<file path="src/hw/rtl/toaq_pkg.sv">
// types and codes shared by the timed output action queue
package toaq_pkg;

  // width of the signed hold counter
  localparam int unsigned HoldCntW = 18;
  // packed widths of the stream payloads
  localparam int unsigned InDataW  = 40;
  localparam int unsigned OutDataW = 16;
  localparam int unsigned CmdW     = 2;
  localparam int unsigned CountOutW = 5;

  typedef enum logic [CmdW-1:0] {
    CMD_TICK    = 2'd0,
    CMD_ENQUEUE = 2'd1,
    CMD_CLEAR   = 2'd2,
    CMD_NONE    = 2'd3
  } cmd_e;

  typedef enum logic [0:0] {
    ST_IDLE = 1'b0,
    ST_TICK = 1'b1
  } state_e;

  // one queued action as held in the action memory
  typedef struct packed {
    logic [15:0] hold_time;
    logic        out_level;
    logic [5:0]  out_pin;
  } entry_t;

  // one result request
  typedef struct packed {
    logic [CountOutW-1:0] queue_count;
    logic                 dropped;
    logic                 all_off;
    logic                 drive_level;
    logic [5:0]           drive_pin;
    logic                 drive_valid;
  } result_t;

endpackage

</file>
<file path="src/hw/rtl/timed_output_action_queue_top.sv">
// timed output action queue: fifo of timed pin writes held in one memory
//
// Actions are kept in a circular buffer memory of QUEUE_DEPTH entries with a
// head and a tail pointer, so a pop never moves the stored entries. Every
// accepted request gives exactly one result request. Enqueue, clear and the
// unused command are answered straight from the idle state; a tick first goes
// through ST_TICK, since the head entry comes out of the synchronous action
// memory in the cycle after the tick is accepted, and the next request is
// accepted once that tick has produced its result. The result waits in an
// output register and a new request is taken in the cycle that register is
// drained. No clearing pass follows reset: only entries between head and tail are ever used.
module timed_output_action_queue_top #(
  parameter int unsigned QUEUE_DEPTH = 16
) (
  input  logic                          clk_i,
  input  logic                          rst_ni,
  input  logic                          s_axis_tvalid,
  output logic                          s_axis_tready,
  // seconds_passed [15:0], out_pin [21:16], out_level [22], hold_time [38:23]
  input  logic [toaq_pkg::InDataW-1:0]  s_axis_tdata,
  // command [1:0]
  input  logic [toaq_pkg::CmdW-1:0]     s_axis_tuser,
  output logic                          m_axis_tvalid,
  input  logic                          m_axis_tready,
  // drive_valid [0], drive_pin [6:1], drive_level [7], all_off [8],
  // dropped [9], queue_count [14:10]
  output logic [toaq_pkg::OutDataW-1:0] m_axis_tdata
);
  import toaq_pkg::*;

  localparam int unsigned PtrW = (QUEUE_DEPTH > 1) ? $clog2(QUEUE_DEPTH) : 1;
  localparam int unsigned CntW = $clog2(QUEUE_DEPTH + 1);
  localparam logic [PtrW-1:0] LastPtr = PtrW'(QUEUE_DEPTH - 1);
  localparam logic [CntW-1:0] FullCnt = CntW'(QUEUE_DEPTH);

  entry_t mem_q [QUEUE_DEPTH];
  entry_t rd_q;

  state_e state_q, state_d;
  logic [PtrW-1:0] head_q, head_d, tail_q, tail_d;
  logic [CntW-1:0] count_q, count_d;
  logic signed [HoldCntW-1:0] hc_q, hc_d;
  logic out_valid_q, out_valid_d;
  result_t out_q, out_d;

  cmd_e   in_cmd;
  logic [15:0] in_secs;
  entry_t in_entry;
  logic   in_fire, out_free, wr_en;
  logic [31:0] count_ext;

  assign in_cmd             = cmd_e'(s_axis_tuser);
  assign in_secs            = s_axis_tdata[15:0];
  assign in_entry.out_pin   = s_axis_tdata[21:16];
  assign in_entry.out_level = s_axis_tdata[22];
  assign in_entry.hold_time = s_axis_tdata[38:23];

  assign out_free      = !out_valid_q || m_axis_tready;
  assign s_axis_tready = (state_q == ST_IDLE) && out_free;
  assign in_fire       = s_axis_tvalid && s_axis_tready;
  assign m_axis_tvalid = out_valid_q;
  assign m_axis_tdata  = OutDataW'(out_q);

  function automatic logic [PtrW-1:0] ptr_inc(input logic [PtrW-1:0] p);
    ptr_inc = (p == LastPtr) ? '0 : p + PtrW'(1);
  endfunction

  always_comb begin
    state_d     = state_q;
    head_d      = head_q;
    tail_d      = tail_q;
    count_d     = count_q;
    hc_d        = hc_q;
    out_valid_d = out_valid_q && !m_axis_tready;
    out_d       = out_q;
    wr_en       = 1'b0;
    count_ext   = 32'(count_q);

    unique case (state_q)
      ST_IDLE: begin
        if (in_fire) begin
          out_d = '0;
          unique case (in_cmd)
            CMD_TICK: begin
              // count down only while positive; the pop decision follows the read
              if (!hc_q[HoldCntW-1] && (hc_q != '0)) begin
                hc_d = hc_q - $signed({2'b00, in_secs});
              end
              state_d = ST_TICK;
            end
            CMD_ENQUEUE: begin
              if (count_q == FullCnt) begin
                out_d.dropped = 1'b1;
              end else begin
                wr_en   = 1'b1;
                tail_d  = ptr_inc(tail_q);
                count_d = count_q + CntW'(1);
              end
            end
            CMD_CLEAR: begin
              head_d        = '0;
              tail_d        = '0;
              count_d       = '0;
              hc_d          = '0;
              out_d.all_off = 1'b1;
            end
            default: ;
          endcase
          if (in_cmd != CMD_TICK) begin
            count_ext         = 32'(count_d);
            out_d.queue_count = count_ext[CountOutW-1:0];
            out_valid_d       = 1'b1;
          end
        end
      end
      ST_TICK: begin
        out_d = '0;
        if ((hc_q[HoldCntW-1] || (hc_q == '0)) && (count_q != '0)) begin
          out_d.drive_valid = 1'b1;
          out_d.drive_pin   = rd_q.out_pin;
          out_d.drive_level = rd_q.out_level;
          if (count_q == CntW'(1)) begin
            // last action gone: everything back to its cleared state
            head_d        = '0;
            tail_d        = '0;
            count_d       = '0;
            hc_d          = '0;
            out_d.all_off = 1'b1;
          end else begin
            head_d  = ptr_inc(head_q);
            count_d = count_q - CntW'(1);
            hc_d    = $signed({2'b00, rd_q.hold_time});
          end
        end
        count_ext         = 32'(count_d);
        out_d.queue_count = count_ext[CountOutW-1:0];
        out_valid_d       = 1'b1;
        state_d           = ST_IDLE;
      end
      default: state_d = ST_IDLE;
    endcase
  end

  always_ff @(posedge clk_i or negedge rst_ni) begin
    if (!rst_ni) begin
      state_q     <= ST_IDLE;
      head_q      <= '0;
      tail_q      <= '0;
      count_q     <= '0;
      hc_q        <= '0;
      out_valid_q <= 1'b0;
    end else begin
      state_q     <= state_d;
      head_q      <= head_d;
      tail_q      <= tail_d;
      count_q     <= count_d;
      hc_q        <= hc_d;
      out_valid_q <= out_valid_d;
    end
  end

  always_ff @(posedge clk_i) begin
    out_q <= out_d;
  end

  // action memory: one write port at the tail, registered read at the head
  always_ff @(posedge clk_i) begin
    if (wr_en) begin
      mem_q[tail_q] <= in_entry;
    end
    rd_q <= mem_q[head_q];
  end

  assert property (@(posedge clk_i) disable iff (!rst_ni) count_q <= FullCnt)
    else $error("queue count above depth");

  assert property (@(posedge clk_i) disable iff (!rst_ni)
    (count_q == '0) |-> (hc_q == '0 && head_q == tail_q))
    else $error("empty queue with live counter or pointers apart");

  assert property (@(posedge clk_i) disable iff (!rst_ni)
    (m_axis_tvalid && m_axis_tdata[9]) |-> (count_q == FullCnt))
    else $error("drop reported with room in the queue");

  assert property (@(posedge clk_i) disable iff (!rst_ni)
    (state_q == ST_TICK) |-> (!s_axis_tready && !out_valid_q))
    else $error("request taken or result pending during tick");

endmodule

</file>
<file path="config.mk">
export PLATFORM = sky130hd
export DESIGN_NAME = timed_output_action_queue_top
export DESIGN_NICKNAME = d
export VERILOG_FILES = /design/src/hw/rtl/toaq_pkg.sv /design/src/hw/rtl/timed_output_action_queue_top.sv
export SDC_FILE = /design/constraint.sdc
export NUM_CORES = 1
export LEC_CHECK = 0
export BUFFER_PORTS_ARGS = -buffer_cell sky130_fd_sc_hd__buf_2
export CELL_PAD_IN_SITES_DETAIL_PLACEMENT = 1
export CELL_PAD_IN_SITES_GLOBAL_PLACEMENT = 1
export CORE_MARGIN = 8
export CORE_UTILIZATION = 40
export DETAILED_ROUTE_END_ITERATION = 8
export PLACE_DENSITY_LB_ADDON = 0.1
export SYNTH_ARGS = -nofsm -noshare
export SYNTH_HDL_FRONTEND = slang
export SYNTH_SLANG_ARGS = --single-unit
</file>
<file path="constraint.sdc">
create_clock -name clk_i -period 3.9 [get_ports clk_i]
set_clock_uncertainty 0.05 [all_clocks]
set_input_delay 0.78 -clock clk_i [delete_from_list [all_inputs] [get_ports clk_i]]
set_output_delay 0.78 -clock clk_i [all_outputs]
set_load 0.02 [all_outputs]
</file>
==> results of run 1 <==
## worst max path at each step
stage / from / end / slack (ns) / cells after the start
finish: count_q[0] / hc_q[16] / 0.95 / 8
global route: count_q[0] / hc_q[16] / 0.76 / 8
CTS: count_q[0] / hc_q[16] / 0.93 / 8
detailed placement: s_axis_tdata[0] / hc_q[16] / 0.68 / 9
global placement: s_axis_tdata[0] / hc_q[16] / 0.69 / 9
floorplan: s_axis_tuser[1] / mem_q[0][0] / 0.22 / 6
## registers in the layout, indices dropped and copies added, names as in the netlist
signal,flops
mem_q,368
rd_q,23
hc_q,18
m_axis_tdata,15
count_q,5
head_q,4
tail_q,4
m_axis_tvalid,1
state_q,1
## critical path: stages (launching register included)
cell and delay [ns]:
dfrtp_1 0.47, inv_1 0.18, ha_1 0.30, or4b_4 0.50, nand3_2 0.14, inv_2 0.13
a211oi_4 0.62, a211oi_2 0.11, mux2_4 0.32
## routing by layer
metal | up-vias | routed length [um]
met4 | 2 | 973
li1 | 4660 | -
met3 | 59 | 1938
met2 | 228 | 21540
met1 | 5437 | 21240
met5 | - | 13
## cell type report
type	count	area share [%]
Multi-Input combinational cell	607	23.99
Sequential cell	439	60.83
Clock buffer	61	6.234
Tap cell	600	3.569
Inverter	35	0.6246
Clock inverter	25	1.214
Timing Repair Buffer	98	3.546
## cells in the mapped netlist, drive strengths merged (3+ instances only)
cell type,instances,area [um2]
mux4,46,1036
and3,4,25.02
mux2,19,217.7
a31o,3,26.28
dfrtp,33,825.8
nor3,11,55.05
nor2,48,180.2
ha,27,337.8
nand2b,7,43.79
xnor2,3,26.28
edfxtp,383,11500
o2111ai,3,26.28
nand4,4,25.02
nor4,4,25.02
nand2,74,277.8
inv,34,127.6
a21o,13,98.85
nor2b,3,18.77
buf,30,167.7
o21a,6,45.04
mux2i,75,750.7
and2,11,68.82
or3,3,18.77
a221oi,29,254.0
a211o,4,35.03
a22oi,25,187.7
o211ai,7,52.55
a211oi,9,85.08
nand3,13,70.07
o21ai,64,320.3
a21oi,53,265.3
a31oi,3,18.77
clkbuf,26,97.59
dfxtp,23,460.4
## kinds of logic (layout without fill, tap and decap cells)
group | after synthesis | count (layout) | share of synthesized area (%)
buffers and inverters | 91 | 219 | 2.190
AND/OR/NAND/NOR | 189 | 189 | 4.822
adder cells (fa/ha/maj) | 28 | 28 | 1.976
other | 1 | 1 | 0.02071
multiplexers | 140 | 140 | 11.07
flip-flops | 439 | 439 | 70.60
AO/OA/AOI/OAI | 245 | 245 | 9.126
XOR/XNOR | 4 | 4 | 0.1935
## stage by stage
stage	area [um2]	cells	total power [W]	hold slack, ns
5_1_grt	21030	1865	0.01321	0.3052
4_1_cts	21030	1865	0.01278	0.2762
3_5_place_dp	19470	1779	0.008239	0.4352
3_3_place_gp	19470	1779	0.008214	0.4202
6_report	21030	1865	0.01263	0.2774
2_1_floorplan	18110	1137	0.007510	0.4064
## report_power, final
| group | switching [W] | internal (W) |
|---|---|---|
| clock network | 0.00181 | 0.00270 |
| logic | 0.00138 | 0.00112 |
| registers | 0.000255 | 0.00537 |
==> summary.txt, run 1 <==
Vias/cell = 5.569
post-CTS resize count = 0
crit path DAT = 3.35 ns
Tightest Pin Transition = 0.9593 ns
Post-synth ARST share = 7.517%
r2r worst-path depth = 8
ANT nets after route = 0
initial antenna violation count = 1
clk sinks = 439
register area share after synthesis = 70.60%
Final period util = 75.67%
die height = 228.8 um
Fin Setup TNS = 0 ns
Worst R2R Start = count_q[0]
f_max = 338.8 MHz
Detailed Route WL = 45.70 mm
most frequent cells in the layout = edfxtp_1 (383), mux2i_1 (75), nand2_1 (74), o21ai_0 (62), buf_2 (61)
TritonCTS Buffers = 48
Syn Area/Cell = 15.93 um2
endpoint class of the critical path = flip-flop
ANT cells = 0
final setup fails = 0
most frequent standard cell in the layout excluding fill and tap cells = edfxtp_1
synthesized area = 18,110 um2
number of max-slew violations in the final report = 0
maximum VDD drop = 0.3712 mV
number of top-level pins = 64
clk_lat worst skew = 0.57 ns
number of flops mapped to enable cells by yosys = 383
Root Buffer = clkbuf_16
fin nets = 1,303
share of cells above drive strength 1 = 20.79%
reg-to-reg endpoint = hc_q[16]
Worst setup SP type = flip-flop
fillcell total = 4,324
CTS tree = yes
DRC viols = 0
Cell Rows = 78
Area Growth Syn to Fin = 16.13%
FF+latch area = 12,790 um2
Rel. slew slack = 36.05%
first-pass GRT wire length = 69.16 mm
CTS Buffer Depth = 3
fin crit period = 2.951 ns
wire length per cell = 24.51 um
die area = 52,340 um2
met1 usage = 23.78%
grt ovf = 0
via count = 10,390
setup ws final = 0.9487 ns
pwr/cell area = 600.7 nW/um2
most used routing layer = met2
die width = 228.8 um
GPL Wtd Cong = 0.8029
Reg2Reg Setup Slack = 0.95 ns
FF+latch count, synth = 439
met3 usage = 3.053%
post-DP HPWL = 27.03 mm
RSZ-0062 raised after global routing = false
Max Cap Violations = 0
Pre-antenna DRT Iters = 5
Initial DRC Count = 784
Port Buffer Count = 61
hold violation count in the final report = 0
clock-pin slew on the worst setup and hold paths = 0.06 ns
Multi-input gate area = 5045 um2
outcome = finished clean
critical-path maximum fanout = 15
CP required = 4.30 ns
Syn Nets = 1,211
cell count after synthesis = 1,137
GR Layer Usage met2 = 28.05%
Netlist cell types = 73
vias in the first global route = 11,110
Core Util, Final = 46.75%
Leakage = 7.069 nW
GRT Overall Usage = 17.29%
setup slack after placement = 0.6820 ns
Initial Util = 40.26%
Crit Path Class = reg2reg
Worst Hold Class = in2async
Post-CTS Setup Repair Bufs = 0
H-tree depth = 2
Hold-fix buffers, CTS = 0
Post-synth top flop = edfxtp_1
pin count of the biggest net entering global routing = 40
YS warnings = 0
Core Box Area = 44,990 um2
Power figures use the tool's default switching activity.
==> run 2: changes to the inputs <==
==> constraint.sdc (replaced) <==
create_clock -name clk_i -period 3.1 [get_ports clk_i]
set_clock_uncertainty 0.05 [all_clocks]
set_input_delay 0.62 -clock clk_i [delete_from_list [all_inputs] [get_ports clk_i]]
set_output_delay 0.62 -clock clk_i [all_outputs]
set_load 0.02 [all_outputs]
==> run 2 against run 1 <==
- count of clock-buffer cells in the layout is 11 higher
- utilization increased by 0.32 points
- sequential share of layout area down 0.41 points
- cell count rose by 0.70%
- sequential power up 26%
- global-route usage rose by 0.25 points
- hold slack lost 0.18 ns
- worst setup slack got worse by 0.56 ns
- cell area is 0.68% higher
==> summary.txt, run 2 (synthesized netlist as in run 1, its figures left out) <==
most frequent cells in the layout = edfxtp_1 (383), mux2i_1 (75), nand2_1 (74), o21ai_0 (62), buf_2 (61)
Seq pwr share = 45.1%
Pre-antenna DRT Iters = 4
NetSw = 0.004395 W
setup slack after placement = 0.2142 ns
Area Growth Syn to Fin = 16.93%
Worst setup SP type = flip-flop
clk_lat worst skew = 0.59 ns
Initial DRC Count = 795
GRT Overall Usage = 17.54%
Fin Setup TNS = 0 ns
CTS tree = yes
CTS Buffer Depth = 3
CP required = 3.32 ns
Max Cap Violations = 0
fin crit period = 2.708 ns
Clk pwr share = 34.7%
f_max = 369.2 MHz
clk sinks = 439
Worst Hold Class = in2async
grt ovf = 0
Tightest Pin Transition = 0.8691 ns
Rel. slew slack = 42.06%
Root Buffer = clkbuf_16
Reg with most FFs = mem_q
DRC viols = 0
fin nets = 1,312
CP max-delay cell = dfrtp_1
Port Buffer Count = 61
Final period util = 87.37%
clock-pin slew on the worst setup and hold paths = 0.06 ns
share of cells above drive strength 1 = 20.99%
Vias/cell = 5.481
max FFs per register = 368
pwr/cell area = 742.3 nW/um2
die area = 52,340 um2
Leakage = 7.062 nW
number of top-level pins = 64
most frequent standard cell in the layout excluding fill and tap cells = edfxtp_1
final setup fails = 0
worst stage delay on the critical path = 0.49 ns
vias in the first global route = 10,950
post-DP HPWL = 26.81 mm
Critical Path Most Common Cell = nand2_1
Initial Util = 40.26%
hold violation count in the final report = 0
critical-path maximum fanout = 23
crit path DAT = 2.93 ns
P_int = 0.01132 W
outcome = finished clean
Crit Path Class = reg2reg
die width = 228.8 um
logic gate share of total power = 20.2%
Core Box Area = 44,990 um2
number of max-slew violations in the final report = 0
RSZ-0062 raised after global routing = false
maximum VDD drop = 0.3420 mV
wire length per cell = 24.58 um
Multi-input gate area = 5070 um2
pin count of the biggest net entering global routing = 41
via count = 10,290
GPL Wtd Cong = 0.7904
TritonCTS Buffers = 48
first-pass GRT wire length = 69.72 mm
Hold-fix buffers, CTS = 0
endpoint class of the critical path = flip-flop
ANT nets after route = 0
FF+latch area = 12,790 um2
H-tree depth = 2
setup ws final = 0.3915 ns
fillcell total = 4,354
switch share = 27.96%
die height = 228.8 um
Cell Rows = 78
initial antenna violation count = 3
worst path cell trace = inv_1 > ha_1 > nand4bb_1 > nand2_1 > nor2_1 > buf_4 > nand2_1 > nor3_4 > buf_12
Post-CTS Setup Repair Bufs = 0
Detailed Route WL = 46.16 mm
post-CTS resize count = 0
biggest regs = mem_q (368), rd_q (23), hc_q (18)
run 2: cell types whose count changed in the layout (fill, tap and decap cells not counted), sizes merged:
| cell | change |
|---|---|
| diode | +1 |
| clkinvlp | +3 |
| clkinv | -5 |
| clkbuf | +11 |
| inv | -2 |
| buf | +9 |
| bufinv | -4 |
run 2: path summary, 6_finish.rpt:
kind | cells past startpoint | to | slack (ns) | startpoint
max | 9 | mem_q[3][5] | 0.39 | count_q[0]
min | 1 | tail_q[1] | 0.09 | rst_ni
max reg2reg | 9 | mem_q[3][5] | 0.39 | count_q[0]
min reg2reg | 1 | m_axis_tdata[1] | 0.45 | rd_q[0]
max in group asynchronous | 1 | head_q[0] | 2.27 | rst_ni
min in group clk_i | 3 | m_axis_tvalid | 0.25 | s_axis_tvalid
run 2: layout make-up:
cell class                 instances  area share [%]
sequential                       439           60.41
antenna                            1         0.01182
multi-input combinational        607           23.94
tap                              600           3.545
clock buffer                      72           6.428
clock inverter                    17          0.6086
timing repair buffer             107           4.431
inverter                          35          0.6204
run 2: per-stage QoR:
step | std cells | utilization (%) | instance area [um2] | power, W | hold WS [ns]
final | 1878 | 47.07 | 21180 | 0.01572 | 0.09409
after global routing | 1878 | 47.07 | 21180 | 0.01645 | 0.1395
after CTS | 1877 | 47.06 | 21170 | 0.01591 | 0.1103
after detailed placement | 1788 | 43.75 | 19680 | 0.01041 | 0.4421
after global placement | 1788 | 43.75 | 19680 | 0.01037 | 0.4305
after floorplan | 1137 | - | 18130 | 0.009449 | 0.2744
run 2: power by group through the flow:
stage / logic (W) / registers (W) / clock network (W)
2_1_floorplan: 0.00242 / 0.00702 / 0
3_3_place_gp: 0.00316 / 0.00721 / 0
3_5_place_dp: 0.00319 / 0.00722 / 0
4_1_cts: 0.00322 / 0.00710 / 0.00559
5_1_grt: 0.00351 / 0.00714 / 0.00580
6_report: 0.00318 / 0.00709 / 0.00546
run 2: routing by layer:
metal	vias up	track usage (%)	part of all wire [%]
li1	4683	-	-
met1	5339	23.90	46
met2	182	28.17	47
met3	87	3.549	4.1
met4	2	5.320	2.7
met5	-	0	0.028
run 2: worst max-delay path: cells and delay by family (launching register included):
family	cells	cell delay (ns)
DFF	1	0.49
buffers and inverters	3	0.60
and+or+nand+nor	5	0.94
adders and majority gates	1	0.30
